===== config.mk =====
export PLATFORM = sky130hd
export DESIGN_NAME = zcse_datapath
export DESIGN_NICKNAME = d
export VERILOG_FILES = /design/src/sv/zcse_pkg.sv /design/src/sv/zcse_datapath.sv
export SDC_FILE = /design/constraint.sdc
export NUM_CORES = 2
export LEC_CHECK = 0
export ABC_CLOCK_PERIOD_IN_PS = 18000
export BUFFER_PORTS_ARGS = -buffer_cell sky130_fd_sc_hd__buf_2
export CAP_MARGIN = 25
export CORE_MARGIN = 1
export CORE_UTILIZATION = 60
export DETAILED_ROUTE_END_ITERATION = 7
export HOLD_SLACK_MARGIN = 0.05
export PLACE_DENSITY = 0.82
export SYNTH_ARGS = -nofsm -noshare
export SYNTH_HDL_FRONTEND = slang
export SYNTH_SLANG_ARGS = --single-unit

===== constraint.sdc =====
create_clock -name i_clk -period 18 [get_ports i_clk]
set_input_delay 3.6 -clock i_clk [delete_from_list [all_inputs] [get_ports i_clk]]
set_output_delay 3.6 -clock i_clk [all_outputs]
set_load 0.05 [all_outputs]

===== src/sv/zcse_pkg.sv =====
`timescale 1ns / 1ps
// ============================================================================
// zcse_pkg
// Shared widths, codes and word types of the zero-crossing Strouhal estimator.
// ============================================================================
package zcse_pkg;

    // Field formats.
    localparam int TIME_W   = 32;               // sample time, unsigned, 16 fraction bits
    localparam int SAMPLE_W = 16;               // lift sample, signed
    localparam int COUNT_W  = 20;               // sample and crossing counts
    localparam int WORD_W   = 32;               // Q16.16 registers and the result
    localparam int TFRAC_W  = 16;               // fraction bits of the sample time

    // Derived datapath widths.
    localparam int CROSS_W   = TIME_W + 16;     // crossing time, 32 fraction bits
    localparam int FRAC_W    = 32;              // fraction bits of the interpolation factor
    localparam int F_W       = FRAC_W + 1;      // the factor itself reaches one
    localparam int SPAN_W    = 2 * WORD_W;      // span, padded to two multiplier passes
    localparam int MUL_A_W   = F_W;
    localparam int MUL_B_W   = WORD_W;
    localparam int PROD_W    = MUL_A_W + MUL_B_W;
    localparam int ND_W      = COUNT_W + WORD_W;
    localparam int NUM_SHIFT = 48;
    localparam int NUM_W     = ND_W + NUM_SHIFT;
    localparam int DEN_W     = WORD_W + SPAN_W;
    localparam int Q_W       = WORD_W;
    localparam int DSH_W     = DEN_W + Q_W - 1;
    localparam int SAT_W     = DEN_W + Q_W;
    localparam int STEPS_W   = $clog2((FRAC_W > Q_W) ? FRAC_W : Q_W);

    // Validity limits.
    localparam int MIN_SAMPLES   = 4;
    localparam int MIN_CROSSINGS = 2;

    // Register reset values.
    localparam logic [COUNT_W-1:0] RESET_SERIES_LEN = '0;
    localparam logic [WORD_W-1:0]  RESET_DIAMETER   = WORD_W'(65536);
    localparam logic [WORD_W-1:0]  RESET_SPEED      = WORD_W'(65536);

    // Configuration port.
    localparam int CFG_IDX_W = 2;
    typedef enum logic [CFG_IDX_W-1:0] {
        CFG_SERIES_LEN        = 2'd0,
        CFG_BODY_DIAMETER     = 2'd1,
        CFG_FREE_STREAM_SPEED = 2'd2
    } t_cfg_idx;

    typedef struct packed {
        logic [COUNT_W-1:0] series_len;
        logic [WORD_W-1:0]  body_diameter;
        logic [WORD_W-1:0]  free_stream_speed;
    } t_cfg;

    // Channel words.
    typedef struct packed {
        logic [TIME_W-1:0]          sample_time;
        logic signed [SAMPLE_W-1:0] lift_sample;
    } t_in_item;

    typedef struct packed {
        logic [WORD_W-1:0]  strouhal;
        logic               result_valid;
        logic [COUNT_W-1:0] crossing_total;
    } t_out_item;

    // Operand selections of the shared multiplier.
    typedef enum logic [2:0] {
        MUL_OFS_HI,
        MUL_OFS_LO,
        MUL_ND,
        MUL_VS_LO,
        MUL_VS_HI
    } t_mul_op;

    typedef struct packed {
        logic    load;
        logic    div_start;
        logic    div_step;
        logic    mul_en;
        t_mul_op mul_op;
        logic    cross_rec;
        logic    update;
        logic    sdiv_init;
        logic    sdiv_step;
        logic    out_load;
    } t_cmd;

    typedef struct packed {
        logic zero_count;
        logic is_cross;
        logic is_last;
        logic fin_ok;
    } t_status;

endpackage


===== src/sv/zcse_datapath.sv =====
`timescale 1ns / 1ps
// ============================================================================
// zcse_datapath
// Series state, interpolation divider, shared multiplier, quotient unit and
// the result register of the Strouhal estimator.
// ============================================================================
module zcse_datapath
    import zcse_pkg::*;
(
    input  logic      i_clk,
    input  logic      i_rst_n,
    input  t_cmd      i_cmd,
    input  t_in_item  i_in,
    input  t_cfg      i_cfg,
    output t_status   o_status,
    output t_out_item o_out
);

    // Current sample.
    logic [TIME_W-1:0]          r_cur_time;
    logic signed [SAMPLE_W-1:0] r_cur_lift;

    // Series state.
    logic [COUNT_W-1:0]         r_index;
    logic [TIME_W-1:0]          r_prev_time;
    logic signed [SAMPLE_W-1:0] r_prev_lift;
    logic [CROSS_W-1:0]         r_first;
    logic [CROSS_W-1:0]         r_last;
    logic [COUNT_W-1:0]         r_ccount;

    // Interpolation.
    logic [SAMPLE_W-1:0] r_dvs;
    logic [SAMPLE_W-1:0] r_drem;
    logic [F_W-1:0]      r_f;
    logic [TIME_W-1:0]   r_dt;
    logic                r_back;
    logic [CROSS_W-1:0]  r_ofs;

    // Strouhal quotient.
    logic [ND_W-1:0]  r_nd;
    logic [DEN_W-1:0] r_den;
    logic [NUM_W-1:0] r_srem;
    logic [DSH_W-1:0] r_dsh;
    logic [Q_W-1:0]   r_q;
    logic             r_sat;

    t_out_item r_out;

    // ------------------------------------------------------------------------
    // Decisions on the current sample.
    // ------------------------------------------------------------------------
    logic [COUNT_W-1:0] half_idx;
    logic [COUNT_W-1:0] last_idx;

    assign half_idx = (i_cfg.series_len >> 1) + COUNT_W'(1);
    assign last_idx = i_cfg.series_len - COUNT_W'(1);

    assign o_status.zero_count = (i_cfg.series_len == '0);
    assign o_status.is_last    = (r_index >= last_idx);
    assign o_status.is_cross   = (r_index >= half_idx) && r_prev_lift[SAMPLE_W-1]
                               && !r_cur_lift[SAMPLE_W-1];
    assign o_status.fin_ok     = (i_cfg.series_len >= COUNT_W'(MIN_SAMPLES))
                               && (r_ccount >= COUNT_W'(MIN_CROSSINGS))
                               && (i_cfg.free_stream_speed != '0)
                               && (r_last > r_first);

    // ------------------------------------------------------------------------
    // Interpolation divider: fraction = -prev * 2^32 / (cur - prev).
    // The dividend never exceeds the divisor, so the top quotient bit is a
    // single compare and the remaining bits take one step each.
    // ------------------------------------------------------------------------
    logic [SAMPLE_W-1:0] neg_prev;
    logic [SAMPLE_W:0]   lift_step;
    logic [SAMPLE_W-1:0] lift_div;
    logic                q_top;
    logic [SAMPLE_W:0]   rem_sh;
    logic [SAMPLE_W:0]   dvs_ext;
    logic                take_f;
    logic [SAMPLE_W:0]   rem_nx;
    logic                t_fwd;

    assign neg_prev  = SAMPLE_W'(~r_prev_lift) + SAMPLE_W'(1'b1);
    assign lift_step = {r_cur_lift[SAMPLE_W-1], r_cur_lift}
                     - {r_prev_lift[SAMPLE_W-1], r_prev_lift};
    assign lift_div  = lift_step[SAMPLE_W-1:0];
    assign q_top     = (neg_prev >= lift_div);
    assign rem_sh    = {r_drem, 1'b0};
    assign dvs_ext   = {1'b0, r_dvs};
    assign take_f    = (rem_sh >= dvs_ext);
    assign rem_nx    = take_f ? (rem_sh - dvs_ext) : rem_sh;
    assign t_fwd     = (r_cur_time >= r_prev_time);

    // ------------------------------------------------------------------------
    // Shared multiplier.
    // ------------------------------------------------------------------------
    logic [MUL_A_W-1:0] mul_a;
    logic [MUL_B_W-1:0] mul_b;
    logic [PROD_W-1:0]  prod;
    logic [SPAN_W-1:0]  span;
    logic [COUNT_W-1:0] cc_m1;

    assign span  = SPAN_W'(r_last - r_first);
    assign cc_m1 = r_ccount - COUNT_W'(1);

    always_comb begin
        unique case (i_cmd.mul_op)
            MUL_OFS_HI: begin
                mul_a = r_f;
                mul_b = MUL_B_W'(r_dt >> TFRAC_W);
            end
            MUL_OFS_LO: begin
                mul_a = r_f;
                mul_b = MUL_B_W'(r_dt[TFRAC_W-1:0]);
            end
            MUL_ND: begin
                mul_a = MUL_A_W'(cc_m1);
                mul_b = i_cfg.body_diameter;
            end
            MUL_VS_LO: begin
                mul_a = MUL_A_W'(i_cfg.free_stream_speed);
                mul_b = span[WORD_W-1:0];
            end
            MUL_VS_HI: begin
                mul_a = MUL_A_W'(i_cfg.free_stream_speed);
                mul_b = span[SPAN_W-1:WORD_W];
            end
            default: begin
                mul_a = '0;
                mul_b = '0;
            end
        endcase
    end

    assign prod = mul_a * mul_b;

    // ------------------------------------------------------------------------
    // Crossing time and quotient step.
    // ------------------------------------------------------------------------
    logic [CROSS_W-1:0] base;
    logic [CROSS_W-1:0] cross_time;
    logic [NUM_W-1:0]   num;
    logic [SAT_W-1:0]   den_top;
    logic [DSH_W-1:0]   srem_ext;
    logic               take_q;
    logic [DSH_W-1:0]   srem_nx;

    assign base       = {r_prev_time, {TFRAC_W{1'b0}}};
    assign cross_time = r_back ? (base - r_ofs) : (base + r_ofs);
    assign num        = {r_nd, {NUM_SHIFT{1'b0}}};
    assign den_top    = {r_den, {Q_W{1'b0}}};
    assign srem_ext   = DSH_W'(r_srem);
    assign take_q     = (srem_ext >= r_dsh);
    assign srem_nx    = take_q ? (srem_ext - r_dsh) : srem_ext;

    // Series state, cleared by reset and at the end of each series.
    always_ff @(posedge i_clk) begin
        if (!i_rst_n) begin
            r_index     <= '0;
            r_prev_time <= '0;
            r_prev_lift <= '0;
            r_first     <= '0;
            r_last      <= '0;
            r_ccount    <= '0;
        end else begin
            if (i_cmd.cross_rec) begin
                if (r_ccount == '0) begin
                    r_first <= cross_time;
                end
                r_last <= cross_time;
                if (r_ccount != {COUNT_W{1'b1}}) begin
                    r_ccount <= r_ccount + COUNT_W'(1);
                end
            end
            if (i_cmd.update) begin
                r_prev_time <= r_cur_time;
                r_prev_lift <= r_cur_lift;
                if (!o_status.is_last) begin
                    r_index <= r_index + COUNT_W'(1);
                end
            end
            if (i_cmd.out_load) begin
                r_index     <= '0;
                r_prev_time <= '0;
                r_prev_lift <= '0;
                r_first     <= '0;
                r_last      <= '0;
                r_ccount    <= '0;
            end
        end
    end

    // Working registers.
    always_ff @(posedge i_clk) begin
        if (i_cmd.load) begin
            r_cur_time <= i_in.sample_time;
            r_cur_lift <= i_in.lift_sample;
        end
        if (i_cmd.div_start) begin
            r_dvs  <= lift_div;
            r_drem <= q_top ? (neg_prev - lift_div) : neg_prev;
            r_f    <= {{(F_W-1){1'b0}}, q_top};
            r_dt   <= t_fwd ? (r_cur_time - r_prev_time) : (r_prev_time - r_cur_time);
            r_back <= !t_fwd;
        end
        if (i_cmd.div_step) begin
            r_drem <= rem_nx[SAMPLE_W-1:0];
            r_f    <= {r_f[F_W-2:0], take_f};
        end
        if (i_cmd.mul_en) begin
            unique case (i_cmd.mul_op)
                MUL_OFS_HI: r_ofs <= CROSS_W'(prod);
                MUL_OFS_LO: r_ofs <= r_ofs + CROSS_W'(prod >> TFRAC_W);
                MUL_ND:     r_nd  <= ND_W'(prod);
                MUL_VS_LO:  r_den <= DEN_W'(prod);
                MUL_VS_HI:  r_den <= r_den + (DEN_W'(prod) << WORD_W);
                default:    r_den <= r_den;
            endcase
        end
        if (i_cmd.sdiv_init) begin
            r_sat  <= (SAT_W'(num) >= den_top);
            r_srem <= num;
            r_dsh  <= {r_den, {(Q_W-1){1'b0}}};
        end
        if (i_cmd.sdiv_step) begin
            r_srem <= NUM_W'(srem_nx);
            r_dsh  <= r_dsh >> 1;
            r_q    <= {r_q[Q_W-2:0], take_q};
        end
        if (i_cmd.out_load) begin
            r_out.strouhal       <= o_status.fin_ok ? (r_sat ? {WORD_W{1'b1}} : r_q) : '0;
            r_out.result_valid   <= o_status.fin_ok;
            r_out.crossing_total <= r_ccount;
        end
    end

    assign o_out = r_out;

    // ------------------------------------------------------------------------
    // Assertions.
    // ------------------------------------------------------------------------
    a_div_rem_below: assert property (@(posedge i_clk) disable iff (!i_rst_n)
        i_cmd.div_step |-> (r_drem < r_dvs))
        else $error("interpolation remainder not below divisor");

    a_cross_counted: assert property (@(posedge i_clk) disable iff (!i_rst_n)
        i_cmd.cross_rec |=> (r_ccount != '0))
        else $error("crossing recorded but count is zero");

    a_series_cleared: assert property (@(posedge i_clk) disable iff (!i_rst_n)
        i_cmd.out_load |=> ((r_index == '0) && (r_ccount == '0)))
        else $error("series not cleared after result");

endmodule


==> impl_metrics.py <==
metrics = {
    "outcome": {
        "status": "finished with violations",
        "violations": "design-rule violations",
    },
    "clock_tree": {
        "cts_setup_buffers": 0,
        "cts_resized": 0,
        "clk_transition_reported_paths_ps": 60,
        "cts.htree.levels": 3,
        "clkSinkCount": 839,
        "clock_latency_ps": 750,
        "postCtsHoldBufs": 0,
        "clock-root-buffer": "clkbuf_16",
        "cts_buffers": 95,
        "clockBufferDepth": 3,
        "cts_tree": "done",
    },
    "sta": {
        "final_hold_viol_count": 0,
        "tightest_slew_ps": 1300,
        "slew_headroom_pct": 13.7,
        "setup_viol": 0,
        "rsz0062_at_grt": "no",
        "drv_slew": 0,
        "fmax_ghz": 0.0593,
        "totalNegativeSetupSlack_ps": 0,
        "period_needed_ps": 16860,
        "final.setup_skew_ps": 92.9,
        "min_period_over_period_pct": 93.7,
    },
    "setup_path": {
        "cp_max_fo": 31,
        "required_ps": 18460,
        "crit_path_end_kind": "register",
        "cp.arrival_ps": 17320,
        "crit_slowest_cell": "a211oi_1",
        "worst_r2r_path_depth": 49,
        "path_class": "in -> reg",
        "cp-start-kind": "input port",
        "cpMostUsedCell": "fa_1",
        "cp_slowest_stage_delay_ps": 850,
    },
    "yosys": {
        "synth_top_family_by_area": "adder cells",
        "yosysTopAreaCell": "edfxtp_1",
        "ys_seq_area_share_pct": 25.0,
        "syn-cell-area_mm2": 0.0933,
        "yosys_warnings": 0,
        "synth_edf_count": 654,
        "synth_mux_area_share_pct": 2.53,
        "yosys.area_share.simple_pct": 14.5,
        "synthFlopType": "edfxtp_1",
        "ys_top_cells_by_area": "edfxtp_1, fa_1, ha_1",
        "synthTopCellsByCount": "inv_1, nor2_1, nand2_1",
        "yosysMostFrequentCell": "inv_1",
        "synthXorXnorAreaFrac_pct": 4.66,
        "synth_fa_ha_area_share_pct": 30.8,
        "synth_top_area_share_pct": 21.0,
        "synth_compound_area_share_pct": 14.1,
        "ys_types": 93,
        "ys_ff_latch": 839,
        "synth-async-reset-ratio_pct": 0,
        "avgSynthCellArea_um2": 8.92,
        "synthCells": 10500,
    },
    "finish": {
        "fillers": 12800,
        "area_growth_pct": 7.30,
        "final_nets": 12300,
        "drive_gt1_share_pct": 7.30,
        "instances_no_fill": 12600,
    },
    "grt": {
        "grt_max_degree": 100,
        "grt_pass1_vias": 78400,
        "grt_pass1_wl_mm": 466,
        "antenna_found_initial": 22,
        "track_usage_pct": 39.2,
        "grt-ovfl-total": 0,
    },
    "route": {
        "route.detailed.drc": 36,
        "via_count": 78300,
        "dr.pass1.iters": 8,
        "routedWlPerCell_um": 24.5,
        "routed_wl_mm": 309,
        "post_drt_via_cell_ratio": 6.21,
        "ant_nets": 0,
        "drt_first_iter_violations": 7512,
    },
    "hold_path": {
        "whs_path_depth": 0,
        "min_path_type": "reg -> reg",
    },
    "placement": {
        "gp_congestion": 1.06,
        "port_buffers": 202,
        "hpwl_mm": 247,
        "dpl.cell_count": 12400,
    },
    "die": {
        "fp.dieW_um": 396,
        "core_mm2": 0.154,
        "ios": 203,
        "initial_core_util_pct": 60.5,
        "row_count": 144,
        "dieArea_mm2": 0.157,
        "die_y_um": 396,
    },
    "job": {
        "maxCapViolCount": 0,
    },
}
## kinds of logic after synthesis
logic type / Yosys count
xor gates and xnor gates: 493
adders and majority gates: 1735
DFF: 839
other: 2
buffers and inverters: 2076
muxes: 221
AOI/OAI and AO/OA: 2072
and+or+nand+nor: 3019
## state kept, by name, indices dropped and copies added, names as in the netlist
signal       flops
r_cur_time      32
r_sat            1
r_first         48
r_dvs           16
o_out           53
r_dt            32
r_last          48
r_drem          16
r_dsh          127
r_f             33
r_cur_lift      16
r_back           1
r_ofs           48
r_index         20
r_ccount        20
r_srem         100
r_den           96
r_prev_time     32
r_q             32
r_prev_lift     16
r_nd            52
## worst max-delay path: cells and delay by family
family                     cells  cell delay (ps)
adders and majority gates     10             5060
AOI/OAI and AO/OA             10             4040
and+or+nand+nor               10             2690
buffers and inverters          7             1170
xor gates and xnor gates       2              720
## routing by layer
| layer | share of wire [%] | global-route usage [%] | up-vias |
|---|---|---|---|
| li1 | - | - | 34900 |
| met1 | 38 | 49.8 | 38300 |
| met2 | 44 | 60.6 | 4131 |
| met3 | 11 | 9.89 | 980 |
| met4 | 6.9 | 22.9 | 14 |
| met5 | 0.029 | 0 | - |
## placed cells by master (no fill, tap or decap), types with 61 or more instances in the layout
master     count
clkbuf_16     97
inv_1       1552
o21a_1        61
and2_1       101
mux2_2       102
buf_4        210
o21ai_0      437
nand4_1      141
nor2b_1       75
nand2_1      982
ha_1         800
mux2i_1      117
nor3_1       104
nor2_1      1106
a21oi_1      636
buf_2        203
a21o_1       303
nand3_1      129
nand2b_1     114
edfxtp_1     654
xor2_1       202
fa_1         935
xnor2_1      286
dfxtp_1      185
and3_1        61
a211oi_1     102
o21bai_1     104
## layout make-up
type                    count  area, um^2  share of cell area, %
clock buffers             119        2580                   2.58
inverters                1554        5830                   5.83
well taps                2044        2560                   2.55
repair buffers            419        2720                   2.71
diodes                     17        42.5                 0.0425
clock inverters            60         623                  0.622
flip-flops and latches    839       23300                   23.3
multi-input cells        7556       62400                   62.4
## worst paths after layout
check	start	endpoint	slack [ps]
worst min register to register	r_q[1]	r_q[2]	390
worst min-delay path	r_q[1]	r_q[2]	390
worst max register to register	r_last[0]	r_den[92]	2330
worst max-delay path	i_cmd[5]	r_den[92]	1140
## through the flow
step | setup WS (ps) | hold WS, ps | cell area, um^2 | util (%)
floorplan | 3020 | 406 | 93400 | -
global placement | 819 | 431 | 96800 | 62.7
detailed placement | 738 | 433 | 96800 | 62.8
CTS | 1450 | 389 | 100000 | 64.8
global route | 255 | 400 | 100000 | 64.9
finish | 1140 | 392 | 100000 | 64.9
Power is not shown: default switching activity piles up to over one toggle a cycle in this logic, so the estimate is an artifact.
