File: config.mk
export PLATFORM = sky130hd
export DESIGN_NAME = zcse_ctrl
export DESIGN_NICKNAME = d
export VERILOG_FILES = /design/src/sv/zcse_pkg.sv /design/src/sv/zcse_ctrl.sv
export SDC_FILE = /design/constraint.sdc
export NUM_CORES = 1
export LEC_CHECK = 0
export BUFFER_PORTS_ARGS = -buffer_cell sky130_fd_sc_hd__buf_2
export CAP_MARGIN = 20
export CORE_UTILIZATION = 46
export CTS_CLUSTER_SIZE = 20
export DETAILED_ROUTE_END_ITERATION = 8
export PLACE_DENSITY = 0.8
export REMOVE_ABC_BUFFERS = 1
export SETUP_SLACK_MARGIN = 0.2
export SLEW_MARGIN = 30
export SYNTH_ARGS = -nofsm -noshare
export SYNTH_HDL_FRONTEND = slang
export SYNTH_SLANG_ARGS = --single-unit
export TNS_END_PERCENT = 10
File: constraint.sdc
create_clock -name i_clk -period 4.6 [get_ports i_clk]
set_input_delay 0.92 -clock i_clk [delete_from_list [all_inputs] [get_ports i_clk]]
set_output_delay 0.92 -clock i_clk [all_outputs]
set_load 0.01 [all_outputs]
File: src/sv/zcse_pkg.sv
`timescale 1ns / 1ps
// ============================================================================
// zcse_pkg
// Shared widths, codes and word types of the zero-crossing Strouhal estimator.
// ============================================================================
package zcse_pkg;

    // Field formats.
    localparam int TIME_W   = 32;               // sample time, unsigned, 16 fraction bits
    localparam int SAMPLE_W = 16;               // lift sample, signed
    localparam int COUNT_W  = 20;               // sample and crossing counts
    localparam int WORD_W   = 32;               // Q16.16 registers and the result
    localparam int TFRAC_W  = 16;               // fraction bits of the sample time

    // Derived datapath widths.
    localparam int CROSS_W   = TIME_W + 16;     // crossing time, 32 fraction bits
    localparam int FRAC_W    = 32;              // fraction bits of the interpolation factor
    localparam int F_W       = FRAC_W + 1;      // the factor itself reaches one
    localparam int SPAN_W    = 2 * WORD_W;      // span, padded to two multiplier passes
    localparam int MUL_A_W   = F_W;
    localparam int MUL_B_W   = WORD_W;
    localparam int PROD_W    = MUL_A_W + MUL_B_W;
    localparam int ND_W      = COUNT_W + WORD_W;
    localparam int NUM_SHIFT = 48;
    localparam int NUM_W     = ND_W + NUM_SHIFT;
    localparam int DEN_W     = WORD_W + SPAN_W;
    localparam int Q_W       = WORD_W;
    localparam int DSH_W     = DEN_W + Q_W - 1;
    localparam int SAT_W     = DEN_W + Q_W;
    localparam int STEPS_W   = $clog2((FRAC_W > Q_W) ? FRAC_W : Q_W);

    // Validity limits.
    localparam int MIN_SAMPLES   = 4;
    localparam int MIN_CROSSINGS = 2;

    // Register reset values.
    localparam logic [COUNT_W-1:0] RESET_SERIES_LEN = '0;
    localparam logic [WORD_W-1:0]  RESET_DIAMETER   = WORD_W'(65536);
    localparam logic [WORD_W-1:0]  RESET_SPEED      = WORD_W'(65536);

    // Configuration port.
    localparam int CFG_IDX_W = 2;
    typedef enum logic [CFG_IDX_W-1:0] {
        CFG_SERIES_LEN        = 2'd0,
        CFG_BODY_DIAMETER     = 2'd1,
        CFG_FREE_STREAM_SPEED = 2'd2
    } t_cfg_idx;

    typedef struct packed {
        logic [COUNT_W-1:0] series_len;
        logic [WORD_W-1:0]  body_diameter;
        logic [WORD_W-1:0]  free_stream_speed;
    } t_cfg;

    // Channel words.
    typedef struct packed {
        logic [TIME_W-1:0]          sample_time;
        logic signed [SAMPLE_W-1:0] lift_sample;
    } t_in_item;

    typedef struct packed {
        logic [WORD_W-1:0]  strouhal;
        logic               result_valid;
        logic [COUNT_W-1:0] crossing_total;
    } t_out_item;

    // Operand selections of the shared multiplier.
    typedef enum logic [2:0] {
        MUL_OFS_HI,
        MUL_OFS_LO,
        MUL_ND,
        MUL_VS_LO,
        MUL_VS_HI
    } t_mul_op;

    typedef struct packed {
        logic    load;
        logic    div_start;
        logic    div_step;
        logic    mul_en;
        t_mul_op mul_op;
        logic    cross_rec;
        logic    update;
        logic    sdiv_init;
        logic    sdiv_step;
        logic    out_load;
    } t_cmd;

    typedef struct packed {
        logic zero_count;
        logic is_cross;
        logic is_last;
        logic fin_ok;
    } t_status;

endpackage

File: src/sv/zcse_ctrl.sv
`timescale 1ns / 1ps
// ============================================================================
// zcse_ctrl
// Sequencer of the Strouhal estimator: steps the datapath through one sample
// and owns the input stall and the output valid flag.
// ============================================================================
module zcse_ctrl
    import zcse_pkg::*;
(
    input  logic    i_clk,
    input  logic    i_rst_n,
    input  logic    i_in_valid,
    input  logic    i_out_stall,
    input  t_status i_status,
    output t_cmd    o_cmd,
    output logic    o_in_stall,
    output logic    o_out_valid
);

    typedef enum logic [3:0] {
        S_IDLE,
        S_EVAL,
        S_IDIV,
        S_MUL_HI,
        S_MUL_LO,
        S_CROSS,
        S_UPDATE,
        S_ND,
        S_VS_LO,
        S_VS_HI,
        S_SAT,
        S_SDIV,
        S_FIN
    } t_state;

    t_state             r_state;
    logic [STEPS_W-1:0] r_cnt;
    logic               r_out_valid;
    logic               slot_free;

    assign slot_free = !(r_out_valid && i_out_stall);

    always_ff @(posedge i_clk) begin
        if (!i_rst_n) begin
            r_state     <= S_IDLE;
            r_cnt       <= '0;
            r_out_valid <= 1'b0;
        end else begin
            // A new word may replace one that leaves on the same edge.
            if ((r_state == S_FIN) && slot_free) begin
                r_out_valid <= 1'b1;
            end else if (r_out_valid && !i_out_stall) begin
                r_out_valid <= 1'b0;
            end
            unique case (r_state)
                S_IDLE: begin
                    if (i_in_valid) begin
                        r_state <= S_EVAL;
                    end
                end
                S_EVAL: begin
                    priority if (i_status.zero_count) begin
                        r_state <= S_IDLE;
                    end else if (i_status.is_cross) begin
                        r_cnt   <= '0;
                        r_state <= S_IDIV;
                    end else begin
                        r_state <= S_UPDATE;
                    end
                end
                S_IDIV: begin
                    r_cnt <= r_cnt + STEPS_W'(1);
                    if (r_cnt == STEPS_W'(FRAC_W - 1)) begin
                        r_state <= S_MUL_HI;
                    end
                end
                S_MUL_HI: r_state <= S_MUL_LO;
                S_MUL_LO: r_state <= S_CROSS;
                S_CROSS:  r_state <= S_UPDATE;
                S_UPDATE: begin
                    priority if (!i_status.is_last) begin
                        r_state <= S_IDLE;
                    end else if (i_status.fin_ok) begin
                        r_state <= S_ND;
                    end else begin
                        r_state <= S_FIN;
                    end
                end
                S_ND:    r_state <= S_VS_LO;
                S_VS_LO: r_state <= S_VS_HI;
                S_VS_HI: r_state <= S_SAT;
                S_SAT: begin
                    r_cnt   <= '0;
                    r_state <= S_SDIV;
                end
                S_SDIV: begin
                    r_cnt <= r_cnt + STEPS_W'(1);
                    if (r_cnt == STEPS_W'(Q_W - 1)) begin
                        r_state <= S_FIN;
                    end
                end
                S_FIN: begin
                    if (slot_free) begin
                        r_state <= S_IDLE;
                    end
                end
                default: r_state <= S_IDLE;
            endcase
        end
    end

    always_comb begin
        o_cmd           = '0;
        o_cmd.mul_op    = MUL_OFS_HI;
        o_cmd.load      = (r_state == S_IDLE) && i_in_valid;
        o_cmd.div_start = (r_state == S_EVAL) && !i_status.zero_count && i_status.is_cross;
        o_cmd.div_step  = (r_state == S_IDIV);
        o_cmd.cross_rec = (r_state == S_CROSS);
        o_cmd.update    = (r_state == S_UPDATE);
        o_cmd.sdiv_init = (r_state == S_SAT);
        o_cmd.sdiv_step = (r_state == S_SDIV);
        o_cmd.out_load  = (r_state == S_FIN) && slot_free;
        unique case (r_state)
            S_MUL_HI: begin
                o_cmd.mul_en = 1'b1;
                o_cmd.mul_op = MUL_OFS_HI;
            end
            S_MUL_LO: begin
                o_cmd.mul_en = 1'b1;
                o_cmd.mul_op = MUL_OFS_LO;
            end
            S_ND: begin
                o_cmd.mul_en = 1'b1;
                o_cmd.mul_op = MUL_ND;
            end
            S_VS_LO: begin
                o_cmd.mul_en = 1'b1;
                o_cmd.mul_op = MUL_VS_LO;
            end
            S_VS_HI: begin
                o_cmd.mul_en = 1'b1;
                o_cmd.mul_op = MUL_VS_HI;
            end
            default: o_cmd.mul_en = 1'b0;
        endcase
    end

    assign o_in_stall  = (r_state != S_IDLE);
    assign o_out_valid = r_out_valid;

    // ------------------------------------------------------------------------
    // Assertions.
    // ------------------------------------------------------------------------
    a_valid_from_fin: assert property (@(posedge i_clk) disable iff (!i_rst_n)
        $rose(o_out_valid) |-> ($past(r_state) == S_FIN))
        else $error("output valid raised outside the finish state");

    a_no_overwrite: assert property (@(posedge i_clk) disable iff (!i_rst_n)
        ((r_state == S_FIN) && r_out_valid && i_out_stall) |=> (r_state == S_FIN))
        else $error("pending result word would be overwritten");

    a_div_only_valid: assert property (@(posedge i_clk) disable iff (!i_rst_n)
        o_cmd.sdiv_init |-> i_status.fin_ok)
        else $error("quotient started for an invalid result");

endmodule

==> results by group, run 1 <==
Run status
  – Status: finished, final reports clean

STA
  – Tcrit/Tclk final: 55.44%
  – Final Hold Viols: 0
  – RSZ-0062 raised after global routing: no
  – Crit path time final: 2550 ps
  – Final Max Slew Viols: 0
  – Final setup vio count: 0
  – Max Clk Rate: 392.1 MHz
  – Least-Margin Pin Slew: 496.4 ps
  – Setup TNS: 0 ps
  – Clk_skew: 6.253 ps
  – Worst rel slew slack: 66.86%

Clock tree
  – CTS Sinks: 10
  – Hold-fix buffers at CTS: 0
  – H-tree levels: 1
  – Clk slew on worst S/H paths: 70 ps
  – CTS tree: done
  – Clk root buf: clkbuf_4
  – Clock latency at the later pin of the worst-skew pair: 270 ps
  – Clk buf depth: 2
  – Post-CTS setup buffers: 0
  – Cts bufs inserted: 3
  – PostCTS Resize Cnt: 0

Critical path
  – CP startpoint kind: flop
  – Crit. End Element: output port
  – RR Startpoint: r_cnt[0]
  – Worst EP required: 3680 ps
  – Worst R2R End: r_state[0]
  – Crit path max-delay family: flip-flops
  – Worst R2R Setup Slack: 2710 ps
  – R2R depth: 7
  – Critical-path cell list: nand2b_1 > nor2_1 > a211oi_1 > a21oi_1 > buf_2
  – Worst path slowest cell: dfxtp_1
  – Critical path fanouts, max: 16
  – WP data arrival: 1630 ps
  – CP max stage delay: 630 ps
  – Setup CP Type: flop to output port
  – CP bufs+invs: 1

Floorplan
  – Starting Density: 49.75%
  – Die ar.: 1795 µm²
  – Site row count: 14
  – Core area: 1506 µm²
  – Die Height: 42.37 µm
  – DIE WIDTH: 42.37 µm
  – IO Pins: 22

Worst hold path
  – Tightest Hold Check Type: flop to flop
  – Hold Crit Depth: 2
  – Sink of the worst hold path: r_cnt[4]
  – Hold_sp: r_cnt[4]

Global route
  – Initial antenna violation count: 0
  – First-pass GRT wire length: 2.994 mm
  – Total global-route track usage: 21.56%
  – Aggregate global routing overflow: 0
  – Largest net degree at the start of global routing: 17
  – Vias in the first global route: 715

Logic synthesis
  – YS warnings: 0
  – Syn_area_per_cell: 7.570 µm²
  – Top_reg_cell synth: dfxtp_1
  – Cell variety after synth: 37
  – Cells after Synth: 99
  – Seq/Total Area, Yosys: 26.71%
  – EDFF count, synth: 0
  – #FFs+latches synth: 10
  – Cell area after synthesis: 749.5 µm²
  – Async SR Flop Fraction: 0%

Final layout
  – P&R area growth vs syn: 18.53%
  – FILL cells: 142
  – Nets: 130
  – Layout cell share with drive strength beyond 1: 25.21%
  – Ant diodes: 0

Place
  – GPL Wtd Cong: 0.8312
  – Dpl hpwl: 1.238 mm
  – Port Buffer Count: 21

Job
  – Number of max-cap violations: 0

Detailed routing
  – Vias: 782
  – WL per Instance: 12.64 µm
  – Drt via density: 5.793
  – First drt pass iteration count: 4
  – Detailed Route Iter0 Violations: 16
  – Antenna Nets Post-Route: 0
  – Total wire length: 1.707 mm
  – # DRC: 0

Pwr
  – Power per cell area: 266.0 nW/µm²
  – Total power: 0.0002363 W
  – Highest ir drop seen on vdd: 0.2202 mV
  – Lkg Pwr: 0.3777 nW
power by group:
part / total (W) / switching, W / internal [W]
clock: 0.0000782 / 0.0000301 / 0.0000481
sequential: 0.000102 / 0.0000117 / 0.0000902
combinational: 0.0000563 / 0.0000308 / 0.0000255
state kept, by name (all words and copies together) (netlist names):
| name | cells |
|---|---|
| o_out_valid | 1 |
| r_cnt | 5 |
| r_state | 4 |
placed cells by master (no fill, tap or decap), types with 2 or more instances in the layout:
cell,netlist,layout
nor3_1,2,2
ha_1,2,2
a21oi_1,5,5
o22ai_1,2,2
nor2_1,11,11
o31ai_1,2,2
inv_1,5,5
o21ai_1,4,4
nor2b_1,2,2
buf_2,3,21
nand4b_1,2,2
nand3_1,3,3
and3_1,2,2
nand2b_1,5,5
o21ai_0,2,2
or2_1,2,2
clkbuf_4,0,3
a21oi_4,2,2
nand2_1,13,13
a311oi_1,2,2
dfxtp_1,10,10
cells in the mapped netlist (all sizes together) (2+ instances only):
cell type,n,share of area (%)
nand2,13,6.5
buf,3,2.0
clkbuf,2,1.0
ha,2,3.3
nand3,3,2.0
nor2,11,5.5
dfxtp,10,27
nand2b,6,6.0
a311oi,2,2.3
nor2b,2,1.7
o31ai,2,2.0
nor3,2,1.3
o21ai,6,4.0
inv,5,2.5
and3,2,1.7
nand4b,2,2.3
a21oi,7,7.7
or2,3,2.8
o22ai,2,1.7
tightest hold or removal path: stages, from the launching register on:
cell	delay (ps)
dfxtp_1	310
nand2_1	50
o21ai_1	50
cells by family (layout without fill, tap and decap cells):
logic type	Yosys count	in the layout	synth area share, %
simple gates	49	49	35.73
flops	10	10	26.71
mux	1	1	1.502
buf+inv	10	30	5.509
xor+xnor	1	1	1.169
compound gates	26	26	26.04
fa+ha+maj	2	2	3.338
area by class of cell:
cell class	count	area (µm²)	share of cell area (%)
multi-input cells	79	508.0	57.18
flip-flops and latches	10	200.2	22.54
repair buffers	21	105.1	11.83
clock buffers	4	36.28	4.085
well taps	16	20.02	2.254
inverters	5	18.77	2.113
stage by stage:
stage          hold slack, ps  instances  setup WS [ps]  utilization, %  area, µm²
2_1_floorplan           432.7         94           2276               -      726.9
3_3_place_gp            441.8        131           2207           56.56      852.1
3_5_place_dp            449.2        131           2206           56.56      852.1
4_1_cts                 459.6        135           2050           58.97      888.4
5_1_grt                 493.1        135           1816           58.97      888.4
6_report                454.8        135           2050           58.97      888.4
per-layer routing:
metal	routed length, µm	vias to the layer above	GRT usage, %	part of all wire [%]
met5	0	-	0	0
met4	24	0	6.875	1.4
met3	97	6	8.190	5.7
met2	782	25	33.54	46
met1	802	348	27.49	47
li1	-	403	-	-
worst max path at each step:
stage | from | to | slack, ps | depth (start not counted)
floorplan | i_status[3] | o_cmd[10] | 2280 | 1
CTS | r_state[3] | o_cmd[0] | 2050 | 4
global placement | i_status[3] | o_cmd[10] | 2210 | 3
finish | r_state[1] | o_cmd[8] | 2050 | 5
global route | r_state[1] | o_cmd[8] | 1820 | 5
detailed placement | i_status[3] | o_cmd[10] | 2210 | 3
Note: power is estimated with default switching activity, not from simulation.
==> run 2, diff against run 1 <==
clock period = 2.5 ns   (was 4.6 ns; I/O delays follow)
==> run 2 against run 1 <==
Count of clock-buffer cells in the layout did not move; final area did not move; cell count did not move; via count fell by 0.38%; power rose by 84%; die area did not move; non-clock buffer count did not move; sequential share of layout area did not move; highest routed layer is now met3; register-to-register slack got worse by 2100 ps.
==> results by group, run 2 (synthesis gave the netlist of run 1 again) <==
STA
  – Crit path time final: 2118 ps
  – Final Hold Viols: 0 (unchanged)
  – Worst hold slack: 472.5 ps (+17.63 ps)
  – Worst rel slew slack: 66.35% (-0.51 points)
  – Final setup vio count: 0 (unchanged)
  – Clk_skew: 1.441 ps (-4.813 ps)
  – Least-Margin Pin Slew: 504.1 ps (+7.632 ps)
  – Setup TNS: 0 ps (unchanged)
  – Max Clk Rate: 472.1 MHz
  – Final worst slack: 381.7 ps (-1668 ps)
  – Final Max Slew Viols: 0 (unchanged)
  – RSZ-0062 raised after global routing: no
  – Tcrit/Tclk final: 84.73%

Job
  – Number of max-cap violations: 0 (unchanged)

Critical path
  – WP data arrival: 1620 ps (about the same)
  – CP max stage delay: 620 ps (about the same)
  – Worst path slowest cell: dfxtp_1
  – End of the critical path: o_cmd[0]
  – Setup CP Type: flop to output port
  – Worst R2R End: r_state[0]
  – Worst R2R Setup Slack: 650 ps (-2060 ps)
  – Critical-path cell list: nand2b_1 > or2_1 > a21oi_1 > buf_2
  – Worst EP required: 2000 ps (-1680 ps)
  – CP startpoint kind: flop
  – Critical path fanouts, max: 15 (-1)
  – RR Startpoint: r_cnt[0]
  – R2R depth: 7 (unchanged)
  – Crit. Startpoint: r_state[3]
  – Crit. End Element: output port

Final layout
  – P&R area growth vs syn: 18.53% (unchanged)
  – Ant diodes: 0 (unchanged)
  – Max reg flops: 5 (unchanged)
  – Top reg by flops: r_cnt
  – Nets: 130 (unchanged)
  – Most frequent cells in the layout: 21 x buf_2, 13 x nand2_1, 11 x nor2_1
  – FILL cells: 135 (-4.9%)
  – Commonest non-fill, non-tap cell in the layout: buf_2
  – Layout cell share with drive strength beyond 1: 25.21% (unchanged)

Clock tree
  – Clk buf depth: 2 (unchanged)
  – PostCTS Resize Cnt: 0 (unchanged)
  – CTS Sinks: 10 (unchanged)
  – CTS tree: done
  – Clk slew on worst S/H paths: 70 ps (about the same)
  – Hold-fix buffers at CTS: 0 (unchanged)
  – Post-CTS setup buffers: 0 (unchanged)
  – H-tree levels: 1 (unchanged)
  – Clk root buf: clkbuf_4
  – Cts bufs inserted: 3 (unchanged)
  – Clock latency at the later pin of the worst-skew pair: 260 ps (about the same)

Floorplan
  – Site row count: 14 (unchanged)
  – DIE WIDTH: 42.37 µm (unchanged)
  – Starting Density: 49.75% (unchanged)
  – IO Pins: 22 (unchanged)
  – Core area: 1506 µm² (unchanged)
  – Die ar.: 1795 µm² (unchanged)
  – Die Height: 42.37 µm (unchanged)

Global route
  – Largest net degree at the start of global routing: 17 (unchanged)
  – Vias in the first global route: 658 (-8.0%)
  – Total global-route track usage: 20.34% (-1.2 points)
  – Initial antenna violation count: 0 (unchanged)
  – Aggregate global routing overflow: 0 (unchanged)
  – First-pass GRT wire length: 2.829 mm (-5.5%)

Place
  – Dpl hpwl: 1.272 mm (+2.8%)
  – DP Worst Slack: 656.8 ps (-1549 ps)
  – Port Buffer Count: 21 (unchanged)
  – GPL Wtd Cong: 0.8006 (-3.7%)

Detailed routing
  – Total wire length: 1.709 mm (+0.12%)
  – # DRC: 0 (unchanged)
  – Vias: 779 (-0.38%)
  – Drt via density: 5.770 (-0.38%)
  – First drt pass iteration count: 4 (unchanged)
  – WL per Instance: 12.66 µm (+0.12%)
  – Antenna Nets Post-Route: 0 (unchanged)
  – Detailed Route Iter0 Violations: 27 (+11)

Pwr
  – Total power: 0.0004351 W (+84%)
  – Power per cell area: 489.8 nW/µm² (+84%)
  – Highest ir drop seen on vdd: 0.3169 mV (+44%)
  – Lkg Pwr: 0.3777 nW (unchanged)

Worst hold path
  – Tightest Hold Check Type: flop to flop

Run status
  – Status: finished, final reports clean
-- run 2: cell counts in the layout (fill, tap and decap cells not counted) --
Identical to the previous run, type by type.
-- run 2: power by group --
part | internal [W] | switching (W) | total, W
registers | 0.000166 | 0.0000210 | 0.000187
logic | 0.0000468 | 0.0000566 | 0.000103
clock network | 0.0000883 | 0.0000565 | 0.000145
total | 0.000301 | 0.000134 | 0.000435
-- run 2: routing by layer --
metal | GRT usage (%) | routed length, µm
met1 | 27.01 | 810
met2 | 33.23 | 825
met3 | 3.017 | 73
met4 | 7.500 | 0
met5 | 0 | 0
-- run 2: how the worst min path moves through the flow --
stage                        start       end  slack (ps)  cells after the start
after CTS                 r_cnt[4]  r_cnt[4]         480                      2
final                     r_cnt[4]  r_cnt[4]         470                      2
after global routing      r_cnt[4]  r_cnt[4]         500                      2
after detailed placement  r_cnt[4]  r_cnt[4]         470                      2
after floorplan           r_cnt[4]  r_cnt[4]         430                      2
after global placement    r_cnt[4]  r_cnt[4]         440                      2
-- run 2: final cells by class --
cell class              count  area, µm²  area share [%]
clock buffers               4      36.28           4.085
inverters                   5      18.77           2.113
multi-input cells          79      508.0           57.18
flip-flops and latches     10      200.2           22.54
well taps                  16      20.02           2.254
repair buffers             21      105.1           11.83
-- run 2: worst max-delay path, delay by kind of cell, from the launching register on --
kind            cells  cell delay [ps]
flops               1              620
simple gates        2              470
compound gates      1              120
buf+inv             1              140
-- run 2: metrics by stage --
stage | cells | cell area [µm²] | utilization, %
global placement | 131 | 852.1 | 56.56
finish | 135 | 888.4 | 58.97
CTS | 135 | 888.4 | 58.97
global route | 135 | 888.4 | 58.97
floorplan | 94 | 726.9 | -
detailed placement | 131 | 852.1 | 56.56
==> run 3, diff against run 2 <==
ABC_AREA = 1   (was default)
clock period = 2.1 ns   (was 2.5 ns; I/O delays follow)
==> run 3 against run 2 <==
Combinational power grew to 5.0 times the previous value; critical endpoint is now o_cmd[8]; clock skew rose by 5.9 ps; non-clock buffer count stayed put; routed wire length up 4.0%; core utilization rose by 2.6 points; critical path type unchanged.
==> results by group, run 3 <==
STA
  – Crit path time final: 1888 ps
  – Final Hold Viols: 0 (unchanged)
  – Max Clk Rate: 529.8 MHz
  – Setup TNS: 0 ps (unchanged)
  – Least-Margin Pin Slew: 290.3 ps (-213.8 ps)
  – Tcrit/Tclk final: 89.88%
  – Final setup vio count: 0 (unchanged)
  – Final Max Slew Viols: 0 (unchanged)
  – Worst rel slew slack: 80.58% (+14 points)
  – RSZ-0062 raised after global routing: yes
  – Clk_skew: 7.303 ps (+5.863 ps)

Global route
  – First-pass GRT wire length: 3.036 mm (+7.3%)
  – Vias in the first global route: 803 (+22%)
  – Initial antenna violation count: 0 (unchanged)
  – Aggregate global routing overflow: 0 (unchanged)
  – Total global-route track usage: 21.14% (+0.80 points)
  – Largest net degree at the start of global routing: 9 (-8)

Pwr
  – Lkg Pwr: 0.5748 nW (+52%)
  – Power per cell area: 1028 nW/µm² (+110%)
  – Highest ir drop seen on vdd: 0.6089 mV (+92%)

Clock tree
  – H-tree levels: 1 (unchanged)
  – CTS tree: done
  – Clock latency at the later pin of the worst-skew pair: 270 ps (about the same)
  – Clk root buf: clkbuf_4
  – Clk slew on worst S/H paths: 70 ps (about the same)
  – CTS Sinks: 10 (unchanged)
  – Clk buf depth: 2 (unchanged)
  – Cts bufs inserted: 3 (unchanged)

Floorplan
  – Die ar.: 1846 µm² (+2.9%)
  – Core area: 1541 µm² (+2.3%)
  – DIE WIDTH: 42.97 µm (+1.4%)
  – Starting Density: 50.08% (+0.33 points)
  – Site row count: 14 (unchanged)
  – Die Height: 42.97 µm (+1.4%)
  – IO Pins: 22 (unchanged)

Logic synthesis
  – Cells after Synth: 131 (+32%)
  – #FFs+latches synth: 10 (unchanged)
  – Seq/Total Area, Yosys: 25.93% (-0.78 points)
  – Async SR Flop Fraction: 0% (unchanged)
  – Synth cell count leaders: 37 x nand2_1, 28 x nor2_1, 18 x inv_1
  – Top-count cell post-synth: nand2_1
  – YS warnings: 0 (unchanged)
  – Synth area leaders: dfxtp_1 26%, nand2_1 18%, nor2_1 14%
  – Cell area after synthesis: 772.0 µm² (+3.0%)
  – Top_reg_cell synth: dfxtp_1
  – Post-synth top area share: 25.93% (-0.78 points)
  – EDFF count, synth: 0 (unchanged)
  – Cell variety after synth: 21 (-43%)
  – Area leader, netlist: dfxtp_1
  – Syn_area_per_cell: 5.893 µm² (-22%)

Final layout
  – Top reg by flops: r_cnt
  – Layout cell share with drive strength beyond 1: 28.21% (+3.0 points)
  – Core Util, Final: 61.53% (+2.6 points)
  – Max reg flops: 5 (unchanged)
  – Final instance area: 948.4 µm² (+6.8%)
  – Ant diodes: 0 (unchanged)
  – Commonest non-fill, non-tap cell in the layout: nand2_1
  – Most frequent cells in the layout: 36 x nand2_1, 27 x nor2_1, 21 x buf_2
  – Nets: 167 (+28%)
  – P&R area growth vs syn: 22.85%
  – FILL cells: 153 (+13%)

Run status
  – Status: finished, final reports clean

Detailed routing
  – Drt via density: 5.081 (-12%)
  – Antenna Nets Post-Route: 0 (unchanged)
  – Total wire length: 1.778 mm (+4.0%)
  – First drt pass iteration count: 4 (unchanged)
  – Vias: 874 (+12%)
  – # DRC: 0 (unchanged)
  – WL per Instance: 10.34 µm (-18%)
  – Detailed Route Iter0 Violations: 29 (+7.4%)

Place
  – Post-DP Area: 897.1 µm² (+5.3%)
  – Port Buffer Count: 21 (unchanged)
  – Dpl hpwl: 1.448 mm (+14%)
  – GPL Wtd Cong: 0.9009 (+13%)

Critical path
  – CP startpoint kind: flop
  – Setup CP Type: flop to output port
  – Crit. End Element: output port
  – Critical path fanouts, max: 5 (-10)
  – Worst EP required: 1680 ps (-320 ps)
  – Worst R2R Setup Slack: 520 ps (-130 ps)
  – WP data arrival: 1470 ps (-150 ps)

Job
  – Number of max-cap violations: 0 (unchanged)

Worst hold path
  – Tightest Hold Check Type: input pin to flop
[run 3: cells by family (layout without fill, tap and decap cells)]
group | Yosys count | after routing | synth area share [%]
and+or+nand+nor | 84 | 84 | 50.41
adders and majority gates | 2 | 2 | 3.241
AOI/OAI and AO/OA | 14 | 14 | 10.21
DFF | 10 | 10 | 25.93
buffers and inverters | 21 | 46 | 10.21
[run 3: layer usage]
layer / vias to the layer above / wire length [µm] / global-route usage, %
met4: 0 / 18 / 8.485
met2: 21 / 931 / 35.76
met5: - / 0 / 0
met1: 394 / 762 / 26.84
met3: 4 / 65 / 2.979
li1: 455 / - / -
[run 3: critical path, stage by stage (launching register included)]
cell     delay, ps
dfxtp_1        350
nand2_1        140
inv_1          100
nand2_1         70
nand2_1         70
or3_1          330
buf_2          140
[run 3: cell type report]
cell class / count / area, µm² / area share [%]
multi-input cells: 100 / 503.0 / 53.03
flip-flops and latches: 10 / 205.2 / 21.64
repair buffers: 21 / 105.1 / 11.08
inverters: 21 / 78.83 / 8.311
clock buffers: 4 / 36.28 / 3.826
well taps: 16 / 20.02 / 2.111
[run 3: power by group]
group / internal [W] / total, W / switching, W / leakage, nW
clock network: 0.000105 / 0.000175 / 0.0000695 / 0.0210
logic: 0.000180 / 0.000510 / 0.000330 / 0.471
registers: 0.000240 / 0.000290 / 0.0000499 / 0.0826
[run 3: through the flow]
step / worst slack, ps / total power [W] / hold WS [ps] / cells
floorplan: 527.1 / 0.0006572 / 458.9 / 131
global placement: 456.2 / 0.0007700 / 468.8 / 168
detailed placement: 426.0 / 0.0007916 / 476.3 / 168
CTS: 217.5 / 0.0009707 / 422.0 / 172
global route: 154.7 / 0.001062 / 442.2 / 172
finish: 212.4 / 0.0009753 / 429.2 / 172
[run 3: final timing paths]
check | start | to | cells past startpoint
worst max-delay path | r_state[1] | o_cmd[8] | 6
worst min-delay path | i_rst_n | r_cnt[0] | 3
worst max register to register | r_cnt[0] | r_state[2] | 10
worst min register to register | o_out_valid | o_out_valid | 2
[run 3: repair_timing]
item	CTS	global route
hold buffers	0	0
gates resized for setup	1	5
buffers inserted	0	0
setup endpoints to repair	1	2
